**src/design/ahp_pkg.sv**
```systemverilog
// Package for the altitude hold controller: field widths, fixed-point formats,
// register indexes and the derived widths of the shared multiplier datapath.
// Depends on nothing; used by altitude_hold_pid.
package ahp_pkg;

    function automatic int imax(input int a, input int b);
        return (a > b) ? a : b;
    endfunction

    function automatic int imin(input int a, input int b);
        return (a < b) ? a : b;
    endfunction

    // Fixed-point format and filter length.
    localparam int FRAC_BITS = 4;
    localparam int TAPS      = 3;

    // Field and register widths.
    localparam int RAW_W     = 16;
    localparam int TILT_W    = 16;
    localparam int SET_W     = 13;
    localparam int ALT_W     = 16;
    localparam int DRIVE_W   = 14;
    localparam int GAIN_W    = 20;
    localparam int RANGE_W   = 12;
    localparam int ASTEP_W   = 12;
    localparam int DSTEP_W   = 10;
    localparam int DMAX_W    = 10;
    localparam int INTEG_W   = 21;

    localparam int S_TDATA_W  = ((RAW_W + TILT_W + SET_W + 7) / 8) * 8;
    localparam int M_TDATA_W  = ((ALT_W + DRIVE_W + 7) / 8) * 8;
    localparam int CFG_IDX_W  = 3;
    localparam int CFG_DATA_W = imax(GAIN_W, imax(RANGE_W, DSTEP_W));

    // Limits.
    localparam int TILT_ONE          = 32768;
    localparam int ALT_CAP           = 2 ** ALT_W - 1;
    localparam int DRIVE_CAP         = 2 ** DRIVE_W - 1;
    localparam int INTEG_CAP         = 2 ** INTEG_W - 1;
    localparam int INTEG_LIMIT_WHOLE = 64200;
    localparam int INTEG_LIMIT       = imin(INTEG_LIMIT_WHOLE * (2 ** FRAC_BITS), INTEG_CAP);

    // Tilt rescale from Q1.15 product to FRAC_BITS fraction bits.
    localparam int SCALE_SHIFT = 15 - FRAC_BITS;
    localparam int SCALE_HALF  = 2 ** (14 - FRAC_BITS);

    // Average over TAPS by multiplying with a rounded-up reciprocal.
    localparam int TAP_SUM_W = ALT_W + $clog2(TAPS);
    localparam int DIV_SHIFT = TAP_SUM_W + $clog2(TAPS);
    localparam int DIV_RECIP = (2 ** DIV_SHIFT + TAPS - 1) / TAPS;

    // Datapath widths.
    localparam int ALT_SLEW_W = imax(ALT_W, ASTEP_W + FRAC_BITS) + 2;
    localparam int ERR_W      = imax(SET_W + FRAC_BITS, ALT_W) + 1;
    localparam int DERR_W     = ERR_W + 1;
    localparam int MUL_A_W    = imax(imax(DERR_W, INTEG_W + 1),
                                     imax(TAP_SUM_W + 1, RANGE_W + 1));
    localparam int MUL_B_W    = imax(imax(GAIN_W, TILT_W), $clog2(DIV_RECIP + 1));
    localparam int PROD_W     = MUL_A_W + MUL_B_W + 1;
    localparam int ACC_W      = PROD_W + 2;
    localparam int RND_SHIFT  = 16;
    localparam int DRV_W      = ACC_W - RND_SHIFT + 1;
    localparam int DSLEW_W    = DRV_W + 1;

    // Configuration register indexes.
    typedef enum logic [CFG_IDX_W-1:0] {
        REG_GAIN_P       = 3'd0,
        REG_GAIN_I       = 3'd1,
        REG_GAIN_D       = 3'd2,
        REG_RANGE_MIN    = 3'd3,
        REG_RANGE_MAX    = 3'd4,
        REG_ALT_STEP     = 3'd5,
        REG_DRIVE_STEP   = 3'd6,
        REG_DRIVE_MAX    = 3'd7
    } cfg_reg_t;

    // Register reset values.
    localparam logic [GAIN_W-1:0]  GAIN_P_RST     = GAIN_W'(9175);
    localparam logic [GAIN_W-1:0]  GAIN_I_RST     = GAIN_W'(328);
    localparam logic [GAIN_W-1:0]  GAIN_D_RST     = GAIN_W'(65536);
    localparam logic [RANGE_W-1:0] RANGE_MIN_RST  = RANGE_W'(50);
    localparam logic [RANGE_W-1:0] RANGE_MAX_RST  = RANGE_W'(4000);
    localparam logic [ASTEP_W-1:0] ALT_STEP_RST   = ASTEP_W'(100);
    localparam logic [DSTEP_W-1:0] DRIVE_STEP_RST = DSTEP_W'(50);
    localparam logic [DMAX_W-1:0]  DRIVE_MAX_RST  = DMAX_W'(600);

endpackage

```
**src/design/altitude_hold_pid.sv**
```systemverilog
// Altitude hold PID controller with tilt correction, tap averaging, anti-windup
// and slew limiting, built around one shared multiplier and a small sequencer.
// Depends on ahp_pkg.
//
// Usage: one input beat on s_* carries a raw height, a tilt factor and a
// target height in s_tdata, and the hold enable in s_tuser. Each input beat
// produces exactly one result beat on m_* with the filtered altitude and the
// controller drive. Gains and limits are written through the cfg_* channel,
// which is always ready; write it only while the block is idle.
// Results: m_tvalid rises when the sequencer leaves its output state. The
// block takes no new input beat until it is done with the last one; five
// multiplications (tilt, tap average, P, I, D) share the single multiplier.
// s_tready is high only while the sequencer is idle.
// A finished result sits in the output register, so the next input beat can
// be accepted while the receiver stalls; if a second result is ready before
// the first is taken, the sequencer holds it in its last state.
// Reset (aresetn low, synchronous) restores the register defaults and clears
// the filter taps, integrator and previous error, altitude and drive.
module altitude_hold_pid (
    input  logic                              aclk,
    input  logic                              aresetn,
    input  logic                              s_tvalid,
    output logic                              s_tready,
    input  logic [ahp_pkg::S_TDATA_W-1:0]     s_tdata,   // raw_height, tilt_factor, set_height
    input  logic                              s_tuser,   // hold_enable
    output logic                              m_tvalid,
    input  logic                              m_tready,
    output logic [ahp_pkg::M_TDATA_W-1:0]     m_tdata,   // altitude, drive
    input  logic                              cfg_valid,
    output logic                              cfg_ready,
    input  logic [ahp_pkg::CFG_IDX_W-1:0]     cfg_index,
    input  logic [ahp_pkg::CFG_DATA_W-1:0]    cfg_data
);
    import ahp_pkg::*;

    typedef enum logic [3:0] {
        ST_IDLE,
        ST_MUL_TILT,
        ST_AVG,
        ST_MUL_AVG,
        ST_ALT,
        ST_ERR,
        ST_MUL_P,
        ST_MUL_I,
        ST_MUL_D,
        ST_ACC_D,
        ST_ROUND,
        ST_SLEW,
        ST_OUT
    } state_t;

    localparam logic signed [ACC_W:0] RND_HALF = (ACC_W + 1)'(2 ** (RND_SHIFT - 1));

    // Control and state registers.
    state_t               state_reg, state_next;
    logic [GAIN_W-1:0]    gain_p_reg, gain_p_next;
    logic [GAIN_W-1:0]    gain_i_reg, gain_i_next;
    logic [GAIN_W-1:0]    gain_d_reg, gain_d_next;
    logic [RANGE_W-1:0]   range_min_reg, range_min_next;
    logic [RANGE_W-1:0]   range_max_reg, range_max_next;
    logic [ASTEP_W-1:0]   alt_step_reg, alt_step_next;
    logic [DSTEP_W-1:0]   drive_step_reg, drive_step_next;
    logic [DMAX_W-1:0]    drive_max_reg, drive_max_next;
    logic [RANGE_W-1:0]   lvh_reg, lvh_next;
    logic [ALT_W-1:0]     taps_reg [TAPS-1];
    logic [ALT_W-1:0]     taps_next [TAPS-1];
    logic [ALT_W-1:0]     prev_alt_reg, prev_alt_next;
    logic signed [ERR_W-1:0] prev_err_reg, prev_err_next;
    logic [INTEG_W-1:0]   integ_reg, integ_next;
    logic [DRIVE_W-1:0]   prev_drive_reg, prev_drive_next;
    logic                 m_tvalid_reg, m_tvalid_next;
    logic [ALT_W-1:0]     out_alt_reg, out_alt_next;
    logic [DRIVE_W-1:0]   out_drive_reg, out_drive_next;

    // Datapath registers.
    logic [SET_W-1:0]           set_reg, set_next;
    logic                       hold_reg, hold_next;
    logic signed [MUL_A_W-1:0]  op_a_reg, op_a_next;
    logic [MUL_B_W-1:0]         op_b_reg, op_b_next;
    logic signed [PROD_W-1:0]   prod_reg;
    logic signed [ACC_W-1:0]    acc_reg, acc_next;
    logic signed [ERR_W-1:0]    err_reg, err_next;
    logic signed [DRV_W-1:0]    drv_round_reg, drv_round_next;
    logic signed [DSLEW_W-1:0]  drv_slew_reg, drv_slew_next;

    // Combinational helpers.
    logic                       s_accept;
    logic                       out_load;
    logic [RAW_W-1:0]           in_raw;
    logic [TILT_W-1:0]          in_tilt;
    logic [TILT_W-1:0]          tilt_sat;
    logic [PROD_W-1:0]          scaled_wide;
    logic [ALT_W-1:0]           scaled;
    logic [TAP_SUM_W-1:0]       tap_sum;
    logic [ALT_W-1:0]           quot;
    logic signed [ALT_SLEW_W-1:0] a_now, a_prev, a_step, a_diff, a_slew;
    logic signed [ERR_W-1:0]    set_ext, alt_ext;
    logic signed [MUL_A_W:0]    i_base, i_sum;
    logic signed [DERR_W-1:0]   derr;
    logic signed [ACC_W:0]      rnd;
    logic signed [DSLEW_W-1:0]  d_now, d_prev, d_step, d_diff, d_max, d_clamp;

    assign s_tready  = (state_reg == ST_IDLE);
    assign s_accept  = s_tvalid && s_tready;
    assign cfg_ready = 1'b1;
    assign m_tvalid  = m_tvalid_reg;
    assign m_tdata   = M_TDATA_W'({out_drive_reg, out_alt_reg});

    assign in_raw  = s_tdata[RAW_W-1:0];
    assign in_tilt = s_tdata[RAW_W +: TILT_W];
    assign out_load = (state_reg == ST_OUT) && (!m_tvalid_reg || m_tready);

    always_comb begin
        state_next      = state_reg;
        gain_p_next     = gain_p_reg;
        gain_i_next     = gain_i_reg;
        gain_d_next     = gain_d_reg;
        range_min_next  = range_min_reg;
        range_max_next  = range_max_reg;
        alt_step_next   = alt_step_reg;
        drive_step_next = drive_step_reg;
        drive_max_next  = drive_max_reg;
        lvh_next        = lvh_reg;
        taps_next       = taps_reg;
        prev_alt_next   = prev_alt_reg;
        prev_err_next   = prev_err_reg;
        integ_next      = integ_reg;
        prev_drive_next = prev_drive_reg;
        m_tvalid_next   = m_tvalid_reg;
        out_alt_next    = out_alt_reg;
        out_drive_next  = out_drive_reg;
        set_next        = set_reg;
        hold_next       = hold_reg;
        op_a_next       = op_a_reg;
        op_b_next       = op_b_reg;
        acc_next        = acc_reg;
        err_next        = err_reg;
        drv_round_next  = drv_round_reg;
        drv_slew_next   = drv_slew_reg;

        tilt_sat = (in_tilt > TILT_W'(TILT_ONE)) ? TILT_W'(TILT_ONE) : in_tilt;

        scaled_wide = PROD_W'(prod_reg + PROD_W'(SCALE_HALF)) >> SCALE_SHIFT;
        scaled = (scaled_wide > PROD_W'(ALT_CAP)) ? ALT_W'(ALT_CAP) : scaled_wide[ALT_W-1:0];
        tap_sum = TAP_SUM_W'(scaled) + TAP_SUM_W'(TAPS / 2);
        for (int i = 0; i < TAPS - 1; i++) begin
            tap_sum = tap_sum + TAP_SUM_W'(taps_reg[i]);
        end

        // Altitude slew limit against the previous altitude, then clamp.
        quot   = prod_reg[DIV_SHIFT +: ALT_W];
        a_now  = ALT_SLEW_W'(quot);
        a_prev = ALT_SLEW_W'(prev_alt_reg);
        a_step = ALT_SLEW_W'(alt_step_reg) <<< FRAC_BITS;
        a_diff = a_now - a_prev;
        if (a_diff > a_step) begin
            a_slew = a_prev + a_step;
        end else if (a_diff < -a_step) begin
            a_slew = a_prev - a_step;
        end else begin
            a_slew = a_now;
        end

        set_ext = ERR_W'(set_reg) <<< FRAC_BITS;
        alt_ext = ERR_W'(prev_alt_reg);

        i_base = hold_reg ? (MUL_A_W + 1)'(integ_reg) : '0;
        i_sum  = i_base + (MUL_A_W + 1)'(err_reg);
        derr   = DERR_W'(err_reg) - DERR_W'(prev_err_reg);
        rnd    = (ACC_W + 1)'(acc_reg) + RND_HALF;

        // Drive slew limit against the previous drive, then clamp.
        d_now  = DSLEW_W'(drv_round_reg);
        d_prev = DSLEW_W'(prev_drive_reg);
        d_step = DSLEW_W'(drive_step_reg) <<< FRAC_BITS;
        d_diff = d_now - d_prev;
        d_max  = DSLEW_W'(drive_max_reg) <<< FRAC_BITS;
        if (drv_slew_reg < 0) begin
            d_clamp = '0;
        end else if (drv_slew_reg > d_max) begin
            d_clamp = d_max;
        end else begin
            d_clamp = drv_slew_reg;
        end
        if (d_clamp > DSLEW_W'(DRIVE_CAP)) begin
            d_clamp = DSLEW_W'(DRIVE_CAP);
        end

        if (cfg_valid) begin
            unique case (cfg_reg_t'(cfg_index))
                REG_GAIN_P:     gain_p_next     = cfg_data[GAIN_W-1:0];
                REG_GAIN_I:     gain_i_next     = cfg_data[GAIN_W-1:0];
                REG_GAIN_D:     gain_d_next     = cfg_data[GAIN_W-1:0];
                REG_RANGE_MIN:  range_min_next  = cfg_data[RANGE_W-1:0];
                REG_RANGE_MAX:  range_max_next  = cfg_data[RANGE_W-1:0];
                REG_ALT_STEP:   alt_step_next   = cfg_data[ASTEP_W-1:0];
                REG_DRIVE_STEP: drive_step_next = cfg_data[DSTEP_W-1:0];
                REG_DRIVE_MAX:  drive_max_next  = cfg_data[DMAX_W-1:0];
                default: ;
            endcase
        end

        if (m_tvalid_reg && m_tready) begin
            m_tvalid_next = 1'b0;
        end

        unique case (state_reg)
            ST_IDLE: begin
                if (s_accept) begin
                    if ((in_raw >= RAW_W'(range_min_reg)) && (in_raw <= RAW_W'(range_max_reg))) begin
                        lvh_next = in_raw[RANGE_W-1:0];
                    end
                    set_next   = s_tdata[RAW_W + TILT_W +: SET_W];
                    hold_next  = s_tuser;
                    op_a_next  = MUL_A_W'(lvh_next);
                    op_b_next  = MUL_B_W'(tilt_sat);
                    state_next = ST_MUL_TILT;
                end
            end
            ST_MUL_TILT: state_next = ST_AVG;
            ST_AVG: begin
                taps_next[0] = scaled;
                for (int i = TAPS - 2; i > 0; i--) begin
                    taps_next[i] = taps_reg[i-1];
                end
                op_a_next  = MUL_A_W'(tap_sum);
                op_b_next  = MUL_B_W'(DIV_RECIP);
                state_next = ST_MUL_AVG;
            end
            ST_MUL_AVG: state_next = ST_ALT;
            ST_ALT: begin
                if (a_slew < 0) begin
                    prev_alt_next = '0;
                end else if (a_slew > ALT_SLEW_W'(ALT_CAP)) begin
                    prev_alt_next = ALT_W'(ALT_CAP);
                end else begin
                    prev_alt_next = a_slew[ALT_W-1:0];
                end
                state_next = ST_ERR;
            end
            ST_ERR: begin
                err_next   = set_ext - alt_ext;
                op_a_next  = MUL_A_W'(err_next);
                op_b_next  = MUL_B_W'(gain_p_reg);
                state_next = ST_MUL_P;
            end
            ST_MUL_P: begin
                // Anti-windup: with hold off the integrator restarts from the error alone,
                // and it is kept inside zero and the integrator limit.
                if (i_sum < 0) begin
                    integ_next = '0;
                end else if (i_sum > (MUL_A_W + 1)'(INTEG_LIMIT)) begin
                    integ_next = INTEG_W'(INTEG_LIMIT);
                end else begin
                    integ_next = i_sum[INTEG_W-1:0];
                end
                op_a_next  = MUL_A_W'(integ_next);
                op_b_next  = MUL_B_W'(gain_i_reg);
                state_next = ST_MUL_I;
            end
            ST_MUL_I: begin
                acc_next      = ACC_W'(prod_reg);
                op_a_next     = MUL_A_W'(derr);
                op_b_next     = MUL_B_W'(gain_d_reg);
                prev_err_next = err_reg;
                state_next    = ST_MUL_D;
            end
            ST_MUL_D: begin
                acc_next   = acc_reg + ACC_W'(prod_reg);
                state_next = ST_ACC_D;
            end
            ST_ACC_D: begin
                acc_next   = acc_reg + ACC_W'(prod_reg);
                state_next = ST_ROUND;
            end
            ST_ROUND: begin
                drv_round_next = DRV_W'(rnd >>> RND_SHIFT);
                state_next     = ST_SLEW;
            end
            ST_SLEW: begin
                if (d_diff > d_step) begin
                    drv_slew_next = d_prev + d_step;
                end else if (d_diff < -d_step) begin
                    drv_slew_next = d_prev - d_step;
                end else begin
                    drv_slew_next = d_now;
                end
                state_next = ST_OUT;
            end
            ST_OUT: begin
                if (out_load) begin
                    prev_drive_next = d_clamp[DRIVE_W-1:0];
                    out_drive_next  = d_clamp[DRIVE_W-1:0];
                    out_alt_next    = prev_alt_reg;
                    m_tvalid_next   = 1'b1;
                    state_next      = ST_IDLE;
                end
            end
            default: state_next = ST_IDLE;
        endcase
    end

    always_ff @(posedge aclk) begin
        if (!aresetn) begin
            state_reg      <= ST_IDLE;
            gain_p_reg     <= GAIN_P_RST;
            gain_i_reg     <= GAIN_I_RST;
            gain_d_reg     <= GAIN_D_RST;
            range_min_reg  <= RANGE_MIN_RST;
            range_max_reg  <= RANGE_MAX_RST;
            alt_step_reg   <= ALT_STEP_RST;
            drive_step_reg <= DRIVE_STEP_RST;
            drive_max_reg  <= DRIVE_MAX_RST;
            lvh_reg        <= '0;
            for (int i = 0; i < TAPS - 1; i++) begin
                taps_reg[i] <= '0;
            end
            prev_alt_reg   <= '0;
            prev_err_reg   <= '0;
            integ_reg      <= '0;
            prev_drive_reg <= '0;
            m_tvalid_reg   <= 1'b0;
        end else begin
            state_reg      <= state_next;
            gain_p_reg     <= gain_p_next;
            gain_i_reg     <= gain_i_next;
            gain_d_reg     <= gain_d_next;
            range_min_reg  <= range_min_next;
            range_max_reg  <= range_max_next;
            alt_step_reg   <= alt_step_next;
            drive_step_reg <= drive_step_next;
            drive_max_reg  <= drive_max_next;
            lvh_reg        <= lvh_next;
            taps_reg       <= taps_next;
            prev_alt_reg   <= prev_alt_next;
            prev_err_reg   <= prev_err_next;
            integ_reg      <= integ_next;
            prev_drive_reg <= prev_drive_next;
            m_tvalid_reg   <= m_tvalid_next;
        end
    end

    // Shared multiplier and its operand, accumulator and output registers.
    always_ff @(posedge aclk) begin
        set_reg       <= set_next;
        hold_reg      <= hold_next;
        op_a_reg      <= op_a_next;
        op_b_reg      <= op_b_next;
        prod_reg      <= op_a_reg * $signed({1'b0, op_b_reg});
        acc_reg       <= acc_next;
        err_reg       <= err_next;
        drv_round_reg <= drv_round_next;
        drv_slew_reg  <= drv_slew_next;
        out_alt_reg   <= out_alt_next;
        out_drive_reg <= out_drive_next;
    end

    // A new result only appears when the sequencer finishes an item.
    assert property (@(posedge aclk) disable iff (!aresetn)
        $rose(m_tvalid_reg) |-> $past(state_reg) == ST_OUT)
        else $error("result beat raised outside the final step");

    // The altitude moves by no more than the step limit per item.
    assert property (@(posedge aclk) disable iff (!aresetn)
        (state_reg == ST_ALT) |=>
        (((prev_alt_reg >= $past(prev_alt_reg)) ?
          ALT_SLEW_W'(prev_alt_reg - $past(prev_alt_reg)) :
          ALT_SLEW_W'($past(prev_alt_reg) - prev_alt_reg))
         <= (ALT_SLEW_W'($past(alt_step_reg)) << FRAC_BITS)))
        else $error("altitude step exceeds the slew limit");

    // A loaded drive never exceeds the configured upper clamp.
    assert property (@(posedge aclk) disable iff (!aresetn)
        out_load |=>
        (DSLEW_W'(out_drive_reg) <= (DSLEW_W'($past(drive_max_reg)) << FRAC_BITS)))
        else $error("drive above its upper clamp");

endmodule
```
**config.mk**
```make
export PLATFORM = sky130hd
export DESIGN_NAME = altitude_hold_pid
export DESIGN_NICKNAME = d
export VERILOG_FILES = /design/src/design/ahp_pkg.sv /design/src/design/altitude_hold_pid.sv
export SDC_FILE = /design/constraint.sdc
export NUM_CORES = 2
export LEC_CHECK = 0
export BUFFER_PORTS_ARGS = -buffer_cell sky130_fd_sc_hd__buf_2
export CAP_MARGIN = 20
export CORE_UTILIZATION = 37
export CTS_BUF_LIST = sky130_fd_sc_hd__clkbuf_16
export DETAILED_ROUTE_END_ITERATION = 8
export GPL_ROUTABILITY_DRIVEN = 0
export MAX_ROUTING_LAYER = met4
export PLACE_DENSITY_LB_ADDON = 0.15
export SYNTH_ARGS = -nofsm -noshare
export SYNTH_HDL_FRONTEND = slang
export SYNTH_SLANG_ARGS = --single-unit
export TNS_END_PERCENT = 30
```
**constraint.sdc**
```tcl
create_clock -name aclk -period 9.3 [get_ports aclk]
set_clock_uncertainty 0.1 [all_clocks]
set_input_delay 0 -clock aclk [delete_from_list [all_inputs] [get_ports aclk]]
set_output_delay 0 -clock aclk [all_outputs]
set_load 0.03 [all_outputs]
```
======== Word level (Yosys, flattened, before mapping) ========
Cells that the tools add are included.
storage, ports and cells
  output and inout bits ................... 35
  input bits .............................. 77
  register bits ........................... 487
  logic and storage cells ................. 131
operators by class
  magnitude comparators ................... 15
  multiplexer cells ....................... 26
  add/subtract/negate cells ............... 17
  eq/ne operators ......................... 21
  reductions and logical operators ........ 23
  multiply operators ...................... 1
operators by type and width
  kind                    count
  $mux 31                 4
  $pmux 22 s5             1
  $pmux 20 s5             1
  $pmux 45 s2             1
  $mux 16                 4
  $mux 21                 3
  $gt 31x15->1            2
  $pmux 4 s13             1
  $add 45x17->46 const B  1
  $add 45x43->45          1
  $add 43x12->43 const B  1
  $mul 22x21->43          1
  $mux 18                 2
  $sub 16x16->17          2
  $gt 32x16->1 const B    1
  $gt 31x15->1 const B    1
  $lt 31x1->1 const B     1
  $lt 31x31->1            1
  $neg 14->31             1
  $sub 30x15->31          1
  $reduce_and 2->1        12
  $add 22x18->23          1
  $gt 23x21->1 const B    1
  $lt 23x1->1 const B     1
  other kinds (39)        57

======== Depth between registers and ports, before layout ========
  depth in word-level cells ............... 7
  mapped depth ............................ 27
  gate-level depth less buffers ........... 26

======== Worst setup path before layout ========
Ideal clock, no wire load.
  path kind ............................... reg2reg
  start ................................... register op_b_reg[4]
  end ..................................... register prod_reg[42]
  data required time ...................... 9.128 ns
  period minus slack after synthesis ...... 7.550 ns
  setup time .............................. 0.072 ns
  arrival ................................. 7.378 ns
  slack ................................... 1.750 ns
  buffers on the path ..................... 1
  stages on the path, launching flop included .. 27
  path through ............................ edfxtp_1 clkbuf_1 and2_1 fa_1 inv_1 fa_1 inv_1 fa_1 inv_1 fa_1 inv_1 fa_1 fa_1 inv_1 fa_1 inv_1 ha_1 a21oi_1 o211ai_1 a21o_1 a21o_1 a211oi_1 o21ai_0 a311oi_1 o21bai_1 a21oi_1 xnor2_1
on the way
  cells in the longest elaborated chain, start to end .. 1
ends and longest elaborated chain
  element                   line                      RTL
  start: declaration        altitude_hold_pid.sv:79   logic [MUL_B_W-1:0] op_b_reg, op_b_next;
  start signal: assignment  altitude_hold_pid.sv:348  op_b_reg <= op_b_next;
  $mul 22x21->43            altitude_hold_pid.sv:349  prod_reg <= op_a_reg * $signed({1'b0, op_b_reg});
  end signal: assignment    altitude_hold_pid.sv:349
  end: declaration          altitude_hold_pid.sv:80   logic signed [PROD_W-1:0] prod_reg;
No other way between the ends.
A chain may end at the register's enable or synchronous reset.

======== Worst setup path after layout ========
  start ................................... register op_b_reg[5]
  end ..................................... register prod_reg[42]
Same word-level chain as after synthesis.

==> metrics.csv <==
metric;value;unit
drive_above_1_share;0.0660;
grt_max_degree;92;
avgRoutedWirePerCell;19.9;um
die_w;364;um
wl;147;mm
cts_tree;done;
r2r_slack;0.86;ns
track_usage;0.230;
synth_edf_count;209;
ys_warn_count;0;
synth-seq-area-share;0.243;
drc;0;
synth_ff_type;dfxtp_1;
max_stage_delay;0.78;ns
tightestPinTransition;1.10;ns
start_kind;flop;
status;finished clean;
die-area;0.133;mm2
grt_antenna_before_repair;15;
crit_path_end_kind;flop;
synth_area;0.0486;mm2
reg2reg_from;op_b_reg[5];
path_clk_slew;0.06;ns
rsz0062_at_grt;no;
h-tree-depth;2;
synth_cell_type_count;119;
final-hold-violation-count;0;
drtAntennaViolNets;0;
cts_buffers;60;
slew_headroom;0.270;
cap_violations;0;
drt_iter0_markers;2556;
via_count;38500;
initial_utilization;0.374;
worst-endpoint-required;9.75;ns
fin_crit;8.44;ns
syn_inst;5454;
r2r_cells;25;
insertion_delay;0.67;ns
fp-row-count;132;
cts_sinks;486;
finalCritPeriodShare;0.908;
grt_pass1_wl;227;mm
cts_buffer_depth;3;
avgSynthCellArea;8.90;um2
num-fill-cells;13100;
setup_tns;0;ns
slowest_stage;fa_2;
cp_max_fo;22;
die-height;364;um
dp_hpwl;113;mm
root_buffer;clkbuf_16;
largest_reg_flops;45;
regArea;0.0118;mm2
nets;6515;
numPortBuffers;105;
syn_to_final_growth;11.0;%
first_global_vias;37800;
multiInputGateArea;0.0330;mm2
synth_seq_cells;486;
crit_type;reg -> reg;
fp.coreArea;0.130;mm2
viasPerCell;5.24;
reg2reg_to;prod_reg[42];
ioPinCount;112;
crit_start;op_b_reg[5];
grt_overflow;0;
dr.pass1.iters;8;
hold_class;in -> reg;
postCtsSetupRepairBufs;0;
critPathCapture;prod_reg[42];
critPathArrivalTime;8.90;ns
report.final.slew_viol_count;0;
setup_viol;0;
async_flop_share;0;
clock.fmax;118;MHz
how the worst min path moves through the flow:
stage | start | end | slack [ns] | depth (start not counted)
2_1_floorplan | s_tuser | hold_reg | -0.001 | 0
3_3_place_gp | s_tuser | hold_reg | 0.08 | 1
3_5_place_dp | s_tuser | hold_reg | 0.08 | 1
4_1_cts | m_tready | m_tvalid | 0.04 | 3
5_1_grt | cfg_data[19] | gain_p_reg[19] | 0.08 | 4
6_report | cfg_data[19] | gain_p_reg[19] | 0.08 | 4
metal layers:
metal  vias up  part of all wire  GRT usage
li1      18400                 -          -
met1     19100              0.47      0.319
met2       899              0.45      0.349
met3       179             0.057     0.0327
met4         0             0.025     0.0600
met5         -                 0          -
cells in the mapped netlist (all sizes together) (57+ instances only):
cell type | n | share of area
nand2 | 693 | 0.054
dfxtp | 277 | 0.11
a21o | 127 | 0.020
xnor2 | 158 | 0.028
o21ai | 225 | 0.023
inv | 762 | 0.059
nand3 | 118 | 0.012
xor2 | 83 | 0.015
a21oi | 344 | 0.036
fa | 480 | 0.20
and2 | 328 | 0.042
nor3 | 57 | 0.0060
clkbuf | 203 | 0.016
nor2 | 231 | 0.018
edfxtp | 209 | 0.13
ha | 405 | 0.10
cells by family (layout without fill, tap and decap cells):
| group | after synthesis | after routing | synth area share |
|---|---|---|---|
| buf+inv | 997 | 1147 | 0.0793 |
| simple gates | 1688 | 1688 | 0.170 |
| fa+ha+maj | 885 | 885 | 0.302 |
| xor+xnor | 241 | 241 | 0.0435 |
| flops | 486 | 486 | 0.243 |
| other cells | 2 | 12 | 0.000155 |
| mux | 67 | 67 | 0.0142 |
| compound gates | 1088 | 1088 | 0.147 |
layout by cell type, fill, tap and decap left out, types with 14 or more instances in the layout:
| master | count |
|---|---|
| nor3_1 | 53 |
| a31oi_1 | 37 |
| o211ai_1 | 36 |
| a21o_1 | 122 |
| a221oi_1 | 17 |
| or3_1 | 22 |
| o21ai_0 | 213 |
| a221o_1 | 14 |
| o21a_1 | 38 |
| nand3_1 | 117 |
| and3_1 | 31 |
| nand2_1 | 690 |
| nor2b_1 | 38 |
| nor4_1 | 26 |
| xnor2_1 | 158 |
| xor2_1 | 83 |
| o21bai_1 | 32 |
| mux2i_1 | 51 |
| nor2_1 | 227 |
| inv_1 | 770 |
| mux2_2 | 16 |
| buf_2 | 106 |
| dlygate4sd3_1 | 104 |
| edfxtp_1 | 209 |
| nand4_1 | 40 |
| a22oi_1 | 27 |
| dfxtp_1 | 277 |
| and2_1 | 327 |
| ha_1 | 405 |
| a21oi_1 | 337 |
| fa_1 | 479 |
| o31ai_1 | 14 |
| nand2b_1 | 29 |
| clkbuf_16 | 67 |
| buf_4 | 61 |
| a211oi_1 | 30 |
layout make-up:
cell class,instances,area share
flip-flops and latches,486,0.219
repair buffers,271,0.0376
inverters,762,0.0531
clock inverters,47,0.00661
clock buffers,67,0.0311
multi-input cells,3972,0.611
diodes,9,0.000418
well taps,1742,0.0404
worst max-delay path: cells and delay by family, from the launching register on:
family                     cells  cell delay [ns]
buffers and inverters          6             0.64
and+or+nand+nor                1             0.35
AOI/OAI and AO/OA              9             1.94
xor gates and xnor gates       1             0.08
DFF                            1             0.75
adders and majority gates      8             4.49
metrics by stage:
step           instance area [um2]  hold WS (ns)  instances  setup WS (ns)   util
2_1_floorplan                48600      -0.00113       5455           1.75      -
3_3_place_gp                 50800        0.0784       7127          0.596  0.391
3_5_place_dp                 50800        0.0781       7127          0.551  0.391
4_1_cts                      53900        0.0436       7345          0.559  0.415
5_1_grt                      53900        0.0836       7355          0.246  0.415
6_report                     53900        0.0831       7356          0.858  0.415
repair_timing:
action | in CTS | in global routing
resized for setup | 0 | 1
hold endpoints to repair | 212 | 0
endpoints found under the setup margin | 0 | 1
hold buffers | 104 | 0
Power is not shown: default switching activity piles up to over one toggle a cycle in this logic, so the estimate is an artifact.
